[src/nlmm_pkg.sv]
// shared types and constants of the neutral-loss mass matcher
package nlmm_pkg;

    // table geometry
    localparam int TABLE_DEPTH = 32;
    localparam int CNT_W       = 7;

    // field widths
    localparam int MASS_W  = 31;
    localparam int LABEL_W = 16;
    localparam int ID_W    = 16;
    localparam int MDIFF_W = 32;
    localparam int RT_W    = 23;
    localparam int IDX_IN_W = 5;
    localparam int ERR_W   = 33;
    localparam int PROD_E_W = 53;
    localparam int PROD_M_W = 41;

    // configuration register widths and reset values
    localparam int TOL_ABS_W = 20;
    localparam int TOL_PPM_W = 10;
    localparam int RT_LIM_W  = 22;
    localparam int EIU_W     = 6;
    localparam logic [TOL_ABS_W-1:0] TOL_ABS_RST = 20'd5000;
    localparam logic [TOL_PPM_W-1:0] TOL_PPM_RST = 10'd10;
    localparam logic [RT_LIM_W-1:0]  RT_LIM_RST  = 22'd10000;
    localparam logic [EIU_W-1:0]     EIU_RST     = 6'd0;

    // ppm scale factor
    localparam logic [19:0] PPM_SCALE = 20'd1000000;

    // item commands
    localparam logic CMD_LOAD  = 1'b0;
    localparam logic CMD_QUERY = 1'b1;

    // register map, index = paddr[3:2]
    typedef enum logic [1:0] {
        REG_TOL_ABS = 2'd0,
        REG_TOL_PPM = 2'd1,
        REG_RT_LIM  = 2'd2,
        REG_EIU     = 2'd3
    } nlmm_reg_t;

    // control states
    typedef enum logic [1:0] {
        ST_IDLE,
        ST_SCAN,
        ST_DRAIN
    } nlmm_state_t;

    // entry handed from the ring head to the matcher
    typedef struct packed {
        logic               valid;
        logic [MASS_W-1:0]  mass;
        logic [LABEL_W-1:0] label;
    } nlmm_issue_t;

    // verdict from the matcher
    typedef struct packed {
        logic               valid;
        logic               match;
        logic [LABEL_W-1:0] label;
    } nlmm_hit_t;

endpackage

[src/nlmm_if.sv]
// valid/ready channel interfaces for input items and result items

interface nlmm_in_if;
    logic                              valid;
    logic                              ready;
    logic                              cmd;
    logic [nlmm_pkg::IDX_IN_W-1:0]     entry_index;
    logic [nlmm_pkg::MASS_W-1:0]       entry_mass;
    logic [nlmm_pkg::LABEL_W-1:0]      entry_label;
    logic signed [nlmm_pkg::MDIFF_W-1:0] pair_mass_diff;
    logic signed [nlmm_pkg::RT_W-1:0]  pair_rt_diff;
    logic [nlmm_pkg::MASS_W-1:0]       first_mz;
    logic [nlmm_pkg::MASS_W-1:0]       second_mz;
    logic [nlmm_pkg::ID_W-1:0]         first_id;
    logic [nlmm_pkg::ID_W-1:0]         second_id;

    modport source (
        output valid, cmd, entry_index, entry_mass, entry_label, pair_mass_diff,
               pair_rt_diff, first_mz, second_mz, first_id, second_id,
        input  ready
    );
    modport sink (
        input  valid, cmd, entry_index, entry_mass, entry_label, pair_mass_diff,
               pair_rt_diff, first_mz, second_mz, first_id, second_id,
        output ready
    );
endinterface

interface nlmm_out_if;
    logic                         valid;
    logic                         ready;
    logic                         found;
    logic [nlmm_pkg::ID_W-1:0]    high_id;
    logic [nlmm_pkg::ID_W-1:0]    low_id;
    logic [nlmm_pkg::LABEL_W-1:0] loss_label;
    logic                         last;

    modport source (
        output valid, found, high_id, low_id, loss_label, last,
        input  ready
    );
    modport sink (
        input  valid, found, high_id, low_id, loss_label, last,
        output ready
    );
endinterface

[src/nlmm_cell.sv]
// one table slot of the rotating entry ring
module nlmm_cell (
    input  logic                         clk,
    input  logic                         load_en,
    input  logic [nlmm_pkg::MASS_W-1:0]  load_mass,
    input  logic [nlmm_pkg::LABEL_W-1:0] load_label,
    input  logic                         shift_en,
    input  logic [nlmm_pkg::MASS_W-1:0]  nbr_mass,
    input  logic [nlmm_pkg::LABEL_W-1:0] nbr_label,
    output logic [nlmm_pkg::MASS_W-1:0]  mass,
    output logic [nlmm_pkg::LABEL_W-1:0] label
);

    logic [nlmm_pkg::MASS_W-1:0]  mass_reg;
    logic [nlmm_pkg::MASS_W-1:0]  mass_next;
    logic [nlmm_pkg::LABEL_W-1:0] label_reg;
    logic [nlmm_pkg::LABEL_W-1:0] label_next;

    // load from the input beat, or take the neighbor's entry on a ring step
    always_comb
    begin
        mass_next  = mass_reg;
        label_next = label_reg;
        if (load_en)
        begin
            mass_next  = load_mass;
            label_next = load_label;
        end
        else if (shift_en)
        begin
            mass_next  = nbr_mass;
            label_next = nbr_label;
        end
    end

    // entry contents, undefined until loaded
    always_ff @(posedge clk)
    begin
        mass_reg  <= mass_next;
        label_reg <= label_next;
    end

    assign mass  = mass_reg;
    assign label = label_reg;

endmodule

[src/nlmm_matcher.sv]
// two-stage tolerance test of one table entry against the current query
module nlmm_matcher (
    input  logic                                clk,
    input  logic                                rst_n,
    input  logic                                adv,
    input  nlmm_pkg::nlmm_issue_t               issue,
    input  logic signed [nlmm_pkg::MDIFF_W-1:0] mass_diff,
    input  logic [nlmm_pkg::TOL_ABS_W-1:0]      tol_abs,
    input  logic [nlmm_pkg::TOL_PPM_W-1:0]      tol_ppm,
    output nlmm_pkg::nlmm_hit_t                 hit,
    output logic                                busy
);

    localparam int DIFF_W = nlmm_pkg::ERR_W + 1;

    logic                           s1_valid_reg;
    logic                           s1_valid_next;
    logic [nlmm_pkg::ERR_W-1:0]     s1_err_reg;
    logic [nlmm_pkg::ERR_W-1:0]     s1_err_next;
    logic [nlmm_pkg::MASS_W-1:0]    s1_mass_reg;
    logic [nlmm_pkg::LABEL_W-1:0]   s1_label_reg;

    logic                           s2_valid_reg;
    logic                           s2_valid_next;
    logic                           s2_abs_ok_reg;
    logic                           s2_abs_ok_next;
    logic [nlmm_pkg::PROD_E_W-1:0]  s2_prod_err_reg;
    logic [nlmm_pkg::PROD_E_W-1:0]  s2_prod_err_next;
    logic [nlmm_pkg::PROD_M_W-1:0]  s2_prod_tol_reg;
    logic [nlmm_pkg::PROD_M_W-1:0]  s2_prod_tol_next;
    logic [nlmm_pkg::LABEL_W-1:0]   s2_label_reg;

    logic signed [DIFF_W-1:0]       diff;
    logic signed [DIFF_W-1:0]       diff_neg;

    // stage 1: absolute mass error
    always_comb
    begin
        diff = $signed({3'b000, issue.mass})
             - $signed({{(DIFF_W-nlmm_pkg::MDIFF_W){mass_diff[nlmm_pkg::MDIFF_W-1]}},
                        mass_diff});
        diff_neg    = -diff;
        s1_err_next = diff[DIFF_W-1] ? diff_neg[nlmm_pkg::ERR_W-1:0]
                                     : diff[nlmm_pkg::ERR_W-1:0];
        s1_valid_next = issue.valid;
    end

    // stage 2: absolute test and both sides of the ppm test
    always_comb
    begin
        s2_valid_next    = s1_valid_reg;
        s2_abs_ok_next   = s1_err_reg <= nlmm_pkg::ERR_W'(tol_abs);
        s2_prod_err_next = nlmm_pkg::PROD_E_W'(s1_err_reg)
                         * nlmm_pkg::PROD_E_W'(nlmm_pkg::PPM_SCALE);
        s2_prod_tol_next = nlmm_pkg::PROD_M_W'(s1_mass_reg)
                         * nlmm_pkg::PROD_M_W'(tol_ppm);
    end

    // stage valids
    always_ff @(posedge clk or negedge rst_n)
    begin
        if (!rst_n)
        begin
            s1_valid_reg <= 1'b0;
            s2_valid_reg <= 1'b0;
        end
        else if (adv)
        begin
            s1_valid_reg <= s1_valid_next;
            s2_valid_reg <= s2_valid_next;
        end
    end

    // stage payloads
    always_ff @(posedge clk)
    begin
        if (adv)
        begin
            s1_err_reg      <= s1_err_next;
            s1_mass_reg     <= issue.mass;
            s1_label_reg    <= issue.label;
            s2_abs_ok_reg   <= s2_abs_ok_next;
            s2_prod_err_reg <= s2_prod_err_next;
            s2_prod_tol_reg <= s2_prod_tol_next;
            s2_label_reg    <= s1_label_reg;
        end
    end

    // final compare
    always_comb
    begin
        hit.valid = s2_valid_reg;
        hit.match = s2_abs_ok_reg
                  || (s2_prod_err_reg <= nlmm_pkg::PROD_E_W'(s2_prod_tol_reg));
        hit.label = s2_label_reg;
    end

    assign busy = s1_valid_reg || s2_valid_reg;

endmodule

[src/neutral_loss_mass_match_top.sv]
// top level of the neutral-loss mass matcher: register port, entry ring, control, output
//
// Load beats (cmd=0) write one slot of a ring of DEPTH cells. A query beat (cmd=1)
// rotates the ring once around, DEPTH steps, while the head cell feeds a two-stage
// tolerance matcher; after the matcher drains and the closing beat is loaded the
// block is ready again. A sink that holds a result stalls the ring and the matcher.
// Matches come out in table order, the final one with last=1; a query with no
// match gives one beat with found=0 and last=1. The ring turn sets the query time.
// Table slots hold nothing defined until loaded; the tolerance registers and
// entries_in_use are written over the APB port at byte address 4*index; the user
// must write them only while no query is in flight; the block does not enforce it.
module neutral_loss_mass_match_top #(
    parameter int DEPTH = nlmm_pkg::TABLE_DEPTH
) (
    input  logic         clk,
    input  logic         rst_n,
    input  logic         psel,
    input  logic         penable,
    input  logic         pwrite,
    input  logic [3:0]   paddr,
    input  logic [31:0]  pwdata,
    output logic [31:0]  prdata,
    output logic         pready,
    nlmm_in_if.sink      in_ch,
    nlmm_out_if.source   out_ch
);

    localparam int IDX_W = (DEPTH > 1) ? $clog2(DEPTH) : 1;
    localparam int CNT_W = nlmm_pkg::CNT_W;

    // configuration registers
    logic [nlmm_pkg::TOL_ABS_W-1:0] tol_abs_reg;
    logic [nlmm_pkg::TOL_PPM_W-1:0] tol_ppm_reg;
    logic [nlmm_pkg::RT_LIM_W-1:0]  rt_lim_reg;
    logic [nlmm_pkg::EIU_W-1:0]     eiu_reg;
    logic                           cfg_wr;

    // control
    nlmm_pkg::nlmm_state_t          state_reg;
    nlmm_pkg::nlmm_state_t          state_next;
    logic [IDX_W-1:0]               rot_cnt_reg;
    logic [IDX_W-1:0]               rot_cnt_next;
    logic [CNT_W-1:0]               n_reg;
    logic [CNT_W-1:0]               n_next;
    logic                           adv;
    logic                           in_fire;
    logic                           load_fire;
    logic                           query_fire;
    logic                           shift_en;
    logic                           scan_done;
    logic                           close_fire;
    logic                           hit_fire;
    logic                           in_ready;

    // query context
    logic signed [nlmm_pkg::MDIFF_W-1:0] mdiff_reg;
    logic                           rt_ok_reg;
    logic                           rt_ok_next;
    logic [nlmm_pkg::ID_W-1:0]      high_reg;
    logic [nlmm_pkg::ID_W-1:0]      high_next;
    logic [nlmm_pkg::ID_W-1:0]      low_reg;
    logic [nlmm_pkg::ID_W-1:0]      low_next;

    // held match, sent once the next one shows whether it is the final one
    logic                           pend_valid_reg;
    logic                           pend_valid_next;
    logic [nlmm_pkg::LABEL_W-1:0]   pend_label_reg;
    logic [nlmm_pkg::LABEL_W-1:0]   pend_label_next;

    // output register
    logic                           out_valid_reg;
    logic                           out_valid_next;
    logic                           out_load;
    logic                           out_found_reg;
    logic                           out_found_next;
    logic                           out_last_reg;
    logic                           out_last_next;
    logic [nlmm_pkg::LABEL_W-1:0]   out_label_reg;
    logic [nlmm_pkg::LABEL_W-1:0]   out_label_next;
    logic [nlmm_pkg::ID_W-1:0]      out_high_reg;
    logic [nlmm_pkg::ID_W-1:0]      out_low_reg;

    // ring and matcher
    logic [nlmm_pkg::MASS_W-1:0]    cell_mass  [DEPTH];
    logic [nlmm_pkg::LABEL_W-1:0]   cell_label [DEPTH];
    nlmm_pkg::nlmm_issue_t          issue;
    nlmm_pkg::nlmm_hit_t            hit;
    logic                           busy;
    logic [CNT_W-1:0]               eiu_ext;

    // apb register port
    assign pready = 1'b1;
    assign cfg_wr = psel && penable && pwrite && pready;

    always_ff @(posedge clk or negedge rst_n)
    begin
        if (!rst_n)
        begin
            tol_abs_reg <= nlmm_pkg::TOL_ABS_RST;
            tol_ppm_reg <= nlmm_pkg::TOL_PPM_RST;
            rt_lim_reg  <= nlmm_pkg::RT_LIM_RST;
            eiu_reg     <= nlmm_pkg::EIU_RST;
        end
        else if (cfg_wr)
        begin
            unique case (nlmm_pkg::nlmm_reg_t'(paddr[3:2]))
                nlmm_pkg::REG_TOL_ABS: tol_abs_reg <= pwdata[nlmm_pkg::TOL_ABS_W-1:0];
                nlmm_pkg::REG_TOL_PPM: tol_ppm_reg <= pwdata[nlmm_pkg::TOL_PPM_W-1:0];
                nlmm_pkg::REG_RT_LIM:  rt_lim_reg  <= pwdata[nlmm_pkg::RT_LIM_W-1:0];
                nlmm_pkg::REG_EIU:     eiu_reg     <= pwdata[nlmm_pkg::EIU_W-1:0];
            endcase
        end
    end

    // register readback
    always_comb
    begin
        unique case (nlmm_pkg::nlmm_reg_t'(paddr[3:2]))
            nlmm_pkg::REG_TOL_ABS: prdata = 32'(tol_abs_reg);
            nlmm_pkg::REG_TOL_PPM: prdata = 32'(tol_ppm_reg);
            nlmm_pkg::REG_RT_LIM:  prdata = 32'(rt_lim_reg);
            nlmm_pkg::REG_EIU:     prdata = 32'(eiu_reg);
        endcase
    end

    // handshake qualifiers
    assign adv        = !out_valid_reg || out_ch.ready;
    assign in_fire    = in_ch.valid && in_ready;
    assign load_fire  = in_fire && (in_ch.cmd == nlmm_pkg::CMD_LOAD);
    assign query_fire = in_fire && (in_ch.cmd == nlmm_pkg::CMD_QUERY);
    assign scan_done  = rot_cnt_reg == IDX_W'(DEPTH - 1);
    assign hit_fire   = adv && hit.valid && hit.match && rt_ok_reg;

    // next state
    always_comb
    begin
        state_next = state_reg;
        unique case (state_reg)
            nlmm_pkg::ST_IDLE:
            begin
                if (query_fire)
                begin
                    state_next = nlmm_pkg::ST_SCAN;
                end
            end
            nlmm_pkg::ST_SCAN:
            begin
                if (shift_en && scan_done)
                begin
                    state_next = nlmm_pkg::ST_DRAIN;
                end
            end
            nlmm_pkg::ST_DRAIN:
            begin
                if (close_fire)
                begin
                    state_next = nlmm_pkg::ST_IDLE;
                end
            end
            default:
            begin
                state_next = nlmm_pkg::ST_IDLE;
            end
        endcase
    end

    // state outputs
    always_comb
    begin
        in_ready   = 1'b0;
        shift_en   = 1'b0;
        close_fire = 1'b0;
        unique case (state_reg)
            nlmm_pkg::ST_IDLE:  in_ready   = 1'b1;
            nlmm_pkg::ST_SCAN:  shift_en   = adv;
            nlmm_pkg::ST_DRAIN: close_fire = adv && !busy;
            default:            in_ready   = 1'b0;
        endcase
    end

    assign in_ch.ready = in_ready;

    // scan counter and query context
    always_comb
    begin
        eiu_ext      = CNT_W'(eiu_reg);
        rot_cnt_next = rot_cnt_reg;
        n_next       = n_reg;
        if (query_fire)
        begin
            rot_cnt_next = '0;
            n_next = (eiu_ext > CNT_W'(DEPTH)) ? CNT_W'(DEPTH) : eiu_ext;
        end
        else if (shift_en)
        begin
            rot_cnt_next = rot_cnt_reg + 1'b1;
        end
        rt_ok_next = in_ch.pair_rt_diff <= $signed({1'b0, rt_lim_reg});
        high_next  = (in_ch.first_mz < in_ch.second_mz) ? in_ch.second_id : in_ch.first_id;
        low_next   = (in_ch.first_mz < in_ch.second_mz) ? in_ch.first_id : in_ch.second_id;
    end

    always_ff @(posedge clk or negedge rst_n)
    begin
        if (!rst_n)
        begin
            state_reg   <= nlmm_pkg::ST_IDLE;
            rot_cnt_reg <= '0;
            n_reg       <= '0;
        end
        else
        begin
            state_reg   <= state_next;
            rot_cnt_reg <= rot_cnt_next;
            n_reg       <= n_next;
        end
    end

    always_ff @(posedge clk)
    begin
        if (query_fire)
        begin
            mdiff_reg <= in_ch.pair_mass_diff;
            rt_ok_reg <= rt_ok_next;
            high_reg  <= high_next;
            low_reg   <= low_next;
        end
    end

    // entry ring, cell k takes cell k+1 on each step
    for (genvar k = 0; k < DEPTH; k++)
    begin : g_cell
        nlmm_cell u_cell (
            .clk        (clk),
            .load_en    (load_fire && (int'(in_ch.entry_index) == k)),
            .load_mass  (in_ch.entry_mass),
            .load_label (in_ch.entry_label),
            .shift_en   (shift_en),
            .nbr_mass   (cell_mass[(k + 1) % DEPTH]),
            .nbr_label  (cell_label[(k + 1) % DEPTH]),
            .mass       (cell_mass[k]),
            .label      (cell_label[k])
        );
    end

    // ring head feeds the matcher while the slot is in use
    always_comb
    begin
        issue.valid = shift_en && (CNT_W'(rot_cnt_reg) < n_reg);
        issue.mass  = cell_mass[0];
        issue.label = cell_label[0];
    end

    nlmm_matcher u_matcher (
        .clk       (clk),
        .rst_n     (rst_n),
        .adv       (adv),
        .issue     (issue),
        .mass_diff (mdiff_reg),
        .tol_abs   (tol_abs_reg),
        .tol_ppm   (tol_ppm_reg),
        .hit       (hit),
        .busy      (busy)
    );

    // held match and result beat
    always_comb
    begin
        pend_valid_next = pend_valid_reg;
        pend_label_next = pend_label_reg;
        out_load        = 1'b0;
        out_found_next  = out_found_reg;
        out_label_next  = out_label_reg;
        out_last_next   = out_last_reg;
        if (hit_fire)
        begin
            pend_valid_next = 1'b1;
            pend_label_next = hit.label;
            if (pend_valid_reg)
            begin
                out_load       = 1'b1;
                out_found_next = 1'b1;
                out_label_next = pend_label_reg;
                out_last_next  = 1'b0;
            end
        end
        else if (close_fire)
        begin
            pend_valid_next = 1'b0;
            out_load        = 1'b1;
            out_found_next  = pend_valid_reg;
            out_label_next  = pend_valid_reg ? pend_label_reg : '0;
            out_last_next   = 1'b1;
        end
        if (out_load)
        begin
            out_valid_next = 1'b1;
        end
        else if (out_ch.ready)
        begin
            out_valid_next = 1'b0;
        end
        else
        begin
            out_valid_next = out_valid_reg;
        end
    end

    always_ff @(posedge clk or negedge rst_n)
    begin
        if (!rst_n)
        begin
            pend_valid_reg <= 1'b0;
            out_valid_reg  <= 1'b0;
        end
        else
        begin
            pend_valid_reg <= pend_valid_next;
            out_valid_reg  <= out_valid_next;
        end
    end

    always_ff @(posedge clk)
    begin
        pend_label_reg <= pend_label_next;
        if (out_load)
        begin
            out_found_reg <= out_found_next;
            out_label_reg <= out_label_next;
            out_last_reg  <= out_last_next;
            out_high_reg  <= high_reg;
            out_low_reg   <= low_reg;
        end
    end

    assign out_ch.valid      = out_valid_reg;
    assign out_ch.found      = out_found_reg;
    assign out_ch.high_id    = out_high_reg;
    assign out_ch.low_id     = out_low_reg;
    assign out_ch.loss_label = out_label_reg;
    assign out_ch.last       = out_last_reg;

endmodule

[src/flat_wrapper.sv]
// flat-port wrapper written by rule: the top's interface ports become plain ports
module neutral_loss_mass_match_top_flat 
#(
    parameter int DEPTH = nlmm_pkg::TABLE_DEPTH
)
  (clk, rst_n, psel, penable, pwrite, paddr, pwdata, prdata, pready, in_ch_valid, in_ch_cmd, in_ch_entry_index, in_ch_entry_mass, in_ch_entry_label, in_ch_pair_mass_diff, in_ch_pair_rt_diff, in_ch_first_mz, in_ch_second_mz, in_ch_first_id, in_ch_second_id, in_ch_ready, out_ch_valid, out_ch_found, out_ch_high_id, out_ch_low_id, out_ch_loss_label, out_ch_last, out_ch_ready);
  nlmm_in_if in_ch_i ();
  nlmm_out_if out_ch_i ();
  input  logic clk;
  input  logic rst_n;
  input  logic psel;
  input  logic penable;
  input  logic pwrite;
  input  logic [3:0] paddr;
  input  logic [31:0] pwdata;
  output logic [31:0] prdata;
  output logic pready;
  input wire logic [$bits(in_ch_i.valid)-1:0] in_ch_valid;
  input wire logic [$bits(in_ch_i.cmd)-1:0] in_ch_cmd;
  input wire logic [$bits(in_ch_i.entry_index)-1:0] in_ch_entry_index;
  input wire logic [$bits(in_ch_i.entry_mass)-1:0] in_ch_entry_mass;
  input wire logic [$bits(in_ch_i.entry_label)-1:0] in_ch_entry_label;
  input wire logic [$bits(in_ch_i.pair_mass_diff)-1:0] in_ch_pair_mass_diff;
  input wire logic [$bits(in_ch_i.pair_rt_diff)-1:0] in_ch_pair_rt_diff;
  input wire logic [$bits(in_ch_i.first_mz)-1:0] in_ch_first_mz;
  input wire logic [$bits(in_ch_i.second_mz)-1:0] in_ch_second_mz;
  input wire logic [$bits(in_ch_i.first_id)-1:0] in_ch_first_id;
  input wire logic [$bits(in_ch_i.second_id)-1:0] in_ch_second_id;
  output wire logic [$bits(in_ch_i.ready)-1:0] in_ch_ready;
  output wire logic [$bits(out_ch_i.valid)-1:0] out_ch_valid;
  output wire logic [$bits(out_ch_i.found)-1:0] out_ch_found;
  output wire logic [$bits(out_ch_i.high_id)-1:0] out_ch_high_id;
  output wire logic [$bits(out_ch_i.low_id)-1:0] out_ch_low_id;
  output wire logic [$bits(out_ch_i.loss_label)-1:0] out_ch_loss_label;
  output wire logic [$bits(out_ch_i.last)-1:0] out_ch_last;
  input wire logic [$bits(out_ch_i.ready)-1:0] out_ch_ready;
  assign in_ch_i.valid = in_ch_valid;
  assign in_ch_i.cmd = in_ch_cmd;
  assign in_ch_i.entry_index = in_ch_entry_index;
  assign in_ch_i.entry_mass = in_ch_entry_mass;
  assign in_ch_i.entry_label = in_ch_entry_label;
  assign in_ch_i.pair_mass_diff = in_ch_pair_mass_diff;
  assign in_ch_i.pair_rt_diff = in_ch_pair_rt_diff;
  assign in_ch_i.first_mz = in_ch_first_mz;
  assign in_ch_i.second_mz = in_ch_second_mz;
  assign in_ch_i.first_id = in_ch_first_id;
  assign in_ch_i.second_id = in_ch_second_id;
  assign in_ch_ready = in_ch_i.ready;
  assign out_ch_valid = out_ch_i.valid;
  assign out_ch_found = out_ch_i.found;
  assign out_ch_high_id = out_ch_i.high_id;
  assign out_ch_low_id = out_ch_i.low_id;
  assign out_ch_loss_label = out_ch_i.loss_label;
  assign out_ch_last = out_ch_i.last;
  assign out_ch_i.ready = out_ch_ready;
  neutral_loss_mass_match_top #(.DEPTH(DEPTH)) u_core (.clk(clk), .rst_n(rst_n), .psel(psel), .penable(penable), .pwrite(pwrite), .paddr(paddr), .pwdata(pwdata), .prdata(prdata), .pready(pready), .in_ch(in_ch_i), .out_ch(out_ch_i));
endmodule
[config.mk]
export PLATFORM = sky130hd
export DESIGN_NAME = neutral_loss_mass_match_top_flat
export DESIGN_NICKNAME = d
export VERILOG_FILES = /design/src/nlmm_pkg.sv /design/src/nlmm_if.sv /design/src/nlmm_cell.sv /design/src/nlmm_matcher.sv /design/src/neutral_loss_mass_match_top.sv /design/src/flat_wrapper.sv
export SDC_FILE = /design/constraint.sdc
export NUM_CORES = 2
export LEC_CHECK = 0
export BUFFER_PORTS_ARGS = -buffer_cell sky130_fd_sc_hd__buf_2
export CAP_MARGIN = 20
export CORE_AREA = 2 2 401 403
export CTS_CLUSTER_SIZE = 8
export DETAILED_ROUTE_END_ITERATION = 10
export DIE_AREA = 0 0 403 405
export MAX_ROUTING_LAYER = met4
export PLACE_DENSITY_LB_ADDON = 0.25
export SYNTH_ARGS = -nofsm -noshare
export SYNTH_HDL_FRONTEND = slang
export SYNTH_SLANG_ARGS = --single-unit
[constraint.sdc]
create_clock -name clk -period 10.1 [get_ports clk]
set_input_delay 0 -clock clk [delete_from_list [all_inputs] [get_ports clk]]
set_output_delay 0 -clock clk [all_outputs]
set_load 0.1 [all_outputs]
Word level (Yosys, flattened, before mapping)
Index checks and enable logic that the tools add are counted.

Flip-flop bits (word level): 1896. Bits in latches: 0. Bits in writable memories: 0. Bits in read-only memories: 0. Output and inout port bits: 85. Word-level logic and storage cells: 396. Memories kept: 0.

Add/sub/neg operators: 3. Multiply operators: 2. Div/mod/pow operators: 0. Magnitude comparators: 6. Equality and inequality tests: 41. Shifts and indexed selects: 0. Multiplexer cells: 159. Bitwise gates (word level): 1. Reductions and logical operators: 92.

Operators with widths (number): 31-bit 2-to-1 mux (64); 16-bit 2-to-1 mux (70); 32-bit case mux with 4 select lines (1); 5-bit equality test (second input constant) (17); 2-bit nonzero test (35); 53-bit by 41-bit <= comparator with 1-bit output (1); 33-bit by 14-bit multiplier with 47-bit output (second input constant) (1); 1-bit logical AND (43); 31-bit by 10-bit multiplier with 41-bit output (1); 5-bit by 4-bit equality test with 1-bit output (second input constant) (8); 33-bit by 20-bit <= comparator with 1-bit output (1); 33-bit 2-to-1 mux (1); 33-bit negator (1); 32-bit by 32-bit subtractor with 33-bit output (1); 31-bit less-than comparator (1); 23-bit <= comparator (1); 5-bit by 3-bit equality test with 1-bit output (second input constant) (4); 1-bit 2-to-1 mux (16); 5-bit by 2-bit equality test with 1-bit output (second input constant) (2); 5-bit 2-to-1 mux (2); 2-bit AND reduction (4); 5-bit by 7-bit less-than comparator with 1-bit output (1); 2-bit equality test (second input constant) (3); 6-bit > comparator (second input constant) (1); 14 further kinds (24).

Logic depth before layout (Yosys ltp)
Depth in word-level cells: 7. Mapped depth: 24. Gate-level depth less buffers: 23.

Cells and area by module
A second synthesis with hierarchy kept.

Cells, all modules: 6558. Area, all modules: 102185.5 um2.

By module, submodules not included: nlmm_cell (times used 32, cells an instance 100, area each 2062.0 um2, sequential area each 1411.4 um2); nlmm_matcher (times used 1, cells an instance 2641, area each 26678.1 um2, sequential area each 5605.4 um2); neutral_loss_mass_match_top (times used 1, cells an instance 717, area each 9524.1 um2, sequential area each 5775.5 um2).

Worst setup path before layout
Ideal clock, no wire load.

Kind: register to register. Start point: reg u_core.out_valid_reg, in the netlist u_core.out_ch.valid. End point: reg u_core.g_cell[12].u_cell.label_reg, in the netlist u_core.g_cell[12].u_cell.label[0], enable pin. Library setup time: 517 ps. Arrival: 7369 ps. Path slack: 2214 ps. Cell stages (with the launch flop): 6. Period minus slack after synthesis: 7886 ps. Cells stage by stage: dfrtp_1 nor2b_1 inv_1 nand2b_1 clkbuf_1 o21ai_0.

Word-level cells in the longest chain between the ends: 4.

RTL lines: start: declaration (line neutral_loss_mass_match_top.sv:71) `logic out_valid_reg;`; start signal: assignment (line neutral_loss_mass_match_top.sv:319) `out_valid_reg <= out_valid_next;`; 1-bit logical NOT (line neutral_loss_mass_match_top.sv:127) `assign adv = !out_valid_reg || out_ch.ready;`; 1-bit logical OR (line neutral_loss_mass_match_top.sv:127); 1-bit 2-to-1 mux (line neutral_loss_mass_match_top.sv:173) `unique case (state_reg)`; 2-bit nonzero test (no source line); end signal: assignment (line nlmm_cell.sv:40) `label_reg <= label_next;`; end: declaration (line nlmm_cell.sv:16) `logic [nlmm_pkg::LABEL_W-1:0] label_reg;`.

Every way passes these cells. A chain may end at the register's enable or synchronous reset.

Final worst setup path
Start point: reg u_core.u_matcher.s1_err_reg[1] (netlist bit). End point: reg u_core.u_matcher.s2_prod_err_reg[51] (netlist bit), data pin.

Word-level cells in the longest chain between the ends: 1.

RTL lines: start: declaration (line nlmm_matcher.sv:18) `logic [nlmm_pkg::ERR_W-1:0] s1_err_reg;`; start signal: assignment (line nlmm_matcher.sv:79) `s1_err_reg <= s1_err_next;`; 33-bit by 14-bit multiplier with 47-bit output (line nlmm_matcher.sv:54) `* nlmm_pkg::PROD_E_W'(nlmm_pkg::PPM_SCALE);`; net u_core.u_matcher.s2_prod_err_next (one bit) (line nlmm_matcher.sv:28) `logic [nlmm_pkg::PROD_E_W-1:0] s2_prod_err_next;`; end signal: assignment (line nlmm_matcher.sv:83) `s2_prod_err_reg <= s2_prod_err_next;`; end: declaration (line nlmm_matcher.sv:27) `logic [nlmm_pkg::PROD_E_W-1:0] s2_prod_err_reg;`.

The timed path passes the listed nets, and every way through them passes these cells.

==> metrics <==
Die Width 403 um; # rows 147; Yosys top cell by area edfxtp_1; ranking of synthesized cells by area edfxtp_1 55%, mux2_2 18%, fa_1 7.5%, ha_1 4.9%, inv_1 2.3%; maximum achievable frequency 138 MHz; drt total wl 235 mm; critical-path maximum fanout 8; leading cell type by number of instances after synthesis edfxtp_1; top cell type's share of synthesized area 0.550; io pins 330; status finished clean; total track usage 0.297; dpl cell area 103000 um^2; setup TNS 0 ps; measured slew at the worst slew-check pin 1080 ps; post-layout util 0.711; CTS tree yes; met3 Usage GRT 0.0433; GR Util met2 0.490; FFs w/ async S/R, synth 0.0396; Final GP Congestion 0.955; H-tree Lvls 5; post-route ant nets 0; post-route setup slack 2830 ps; fin crit share 0.720; busiest metal layer after global routing met2; Syn-to-layout area delta 14.0%; first drt pass iteration count 5; Tmin final 7270 ps; cells after synthesis 6740; largest net degree at the start of global routing 123; clk_skew 63.2 ps; clock root cell clkbuf_16; die area 163000 um^2; Sink Count 1895; crit path launch type register; Synth Register Bits 1895; Avg Cell Area, Syn 14.7 um^2; Initial Utilization 0.624; core area 159000 um^2; WL/cell 24.9 um; hpwl dp 145 mm; fillers 10100; Clock transition at path regs 50 ps; synth cell count leaders 1820 x edfxtp_1, 1573 x mux2_2, 598 x inv_1; GR Util met1 0.384; Final Setup Violations 0; Critical Path RT 10710 ps; CTS Buffer Depth 4; initial antenna violation count 9; TritonCTS buffer count 288; routed via count 57200; latest clock arrival within the worst-skew pair 900 ps; area of the multi-input gates 39300 um^2; CP endpoint kind register; YS warnings 0; vias in the first global route 60100; sequential area share after synthesis 0.569; RSZ-0062 raised after global routing false; final instance area 113000 um^2; reg2reg setup slack 2830 ps; layout cells sized above 1 0.325; Die H 405 um; DRT iter0 DRCs 4747; Setup CP Type register to register; Max-slew headroom 0.282; HP Class primary input to register; DRC errors left 0; grt ovf 0; Mapped Area 99300 um^2; Final Hold Vio Count 0; vias per inst 6.07; # nets final 8296; Largest register FFs 992; Max Slew Vio Count 0; synth unique cells 82; max_cap viols 0; Placement Setup Slack 2910 ps; first-pass GRT wire length 358 mm; Post-synth EDFFs 1820; PortBufs 306; most common flop cell mapped by yosys edfxtp_1; Storage cell area 56500 um^2; WP data arrival 7870 ps
==> metal layers <==
layer	vias up	part of all wire
li1	25300	-
met1	29500	0.42
met2	1948	0.50
met3	433	0.058
met4	0	0.028
met5	-	0
==> logic make-up (layout without fill, tap and decap cells) <==
| kind of cell | after synthesis | count (layout) | share of synthesized area |
|---|---|---|---|
| xor+xnor | 132 | 132 | 0.0116 |
| simple gates | 852 | 852 | 0.0430 |
| fa+ha+maj | 762 | 762 | 0.124 |
| other cells | 2 | 15 | 0.0000756 |
| mux | 1594 | 1594 | 0.181 |
| flops | 1895 | 1895 | 0.569 |
| compound gates | 485 | 485 | 0.0316 |
| buf+inv | 1018 | 1594 | 0.0392 |
==> layout by cell type, fill, tap and decap left out, types with 9 or more instances in the layout <==
master / Yosys / routed
nor3_1: 39 / 34
a31oi_1: 12 / 12
a21o_1: 94 / 93
mux2_2: 1573 / 1573
xor2_1: 42 / 42
dfrtp_1: 63 / 63
o31ai_1: 9 / 9
nand3_1: 40 / 36
or3_1: 12 / 12
nand2b_1: 29 / 24
inv_1: 598 / 596
mux2i_1: 15 / 15
a211oi_1: 16 / 16
edfxtp_1: 1820 / 1820
and2_1: 170 / 170
ha_1: 391 / 391
clkbuf_16: 0 / 293
and3_1: 14 / 14
or2_2: 9 / 9
nor2_4: 0 / 12
nor2b_1: 47 / 47
buf_4: 11 / 81
dfstp_2: 12 / 12
nor2_1: 125 / 112
o21ai_0: 113 / 101
fa_1: 371 / 371
buf_2: 1 / 305
o21a_1: 26 / 26
conb_1: 2 / 12
a21oi_1: 130 / 129
nand4_1: 38 / 38
nand2_2: 0 / 25
dlygate4sd3_1: 0 / 280
nand2_1: 289 / 261
o21ai_4: 0 / 12
xnor2_1: 90 / 90
nor4_1: 9 / 9
clkbuf_1: 348 / 20
o21bai_1: 9 / 9
==> worst max-delay path, cell delays in order, from the launching register on <==
cell,delay [ps]
edfxtp_1,590
inv_1,130
fa_1,550
inv_1,50
fa_1,500
fa_1,520
fa_1,500
ha_1,290
inv_1,50
fa_1,530
inv_1,40
ha_1,350
a21o_1,180
a21o_1,170
a21oi_1,210
o311ai_0,140
a21oi_1,440
o21ai_0,360
a311oi_1,620
o21ai_0,330
a221oi_1,350
xnor2_1,100
==> worst paths after layout <==
path                                                        from                              endpoint  cells after the start
worst max-delay path              u_core.u_matcher.s1_err_reg[1]  u_core.u_matcher.s2_prod_err_reg[51]                     21
min in group asynchronous                                  rst_n                 u_core.rt_lim_reg[10]                      3
worst min register to register  u_core.u_matcher.s2_label_reg[4]              u_core.pend_label_reg[4]                      0
max in group asynchronous                                  rst_n                 u_core.tol_ppm_reg[2]                      4
worst min-delay path                           in_ch_first_id[0]                     u_core.low_reg[0]                      3
worst max register to register    u_core.u_matcher.s1_err_reg[1]  u_core.u_matcher.s2_prod_err_reg[51]                     21
==> stage by stage <==
stage	cells	hold WS (ps)
2_1_floorplan	6750	-296
3_3_place_gp	8802	180
3_5_place_dp	8804	179
4_1_cts	9412	4.56
5_1_grt	9415	45.6
6_report	9415	61.6
==> layout make-up <==
class / count / area share
Antenna cell: 3 / 0.0000663
Clock buffer: 313 / 0.0654
Clock inverter: 14 / 0.00112
Inverter: 598 / 0.0199
Multi-Input combinational cell: 3837 / 0.347
Sequential cell: 1895 / 0.499
Tap cell: 2086 / 0.0230
Timing Repair Buffer: 669 / 0.0442
==> repair_timing <==
item                                   in CTS  in global routing
hold buffers                              281                  0
gates resized for setup                     0                  0
setup buffers                               0                  0
endpoints found under the hold margin    1591                  0
Power is left out: the tool's default activity adds up to more than one toggle a clock period on the data nets, which glitch-free logic cannot reach.
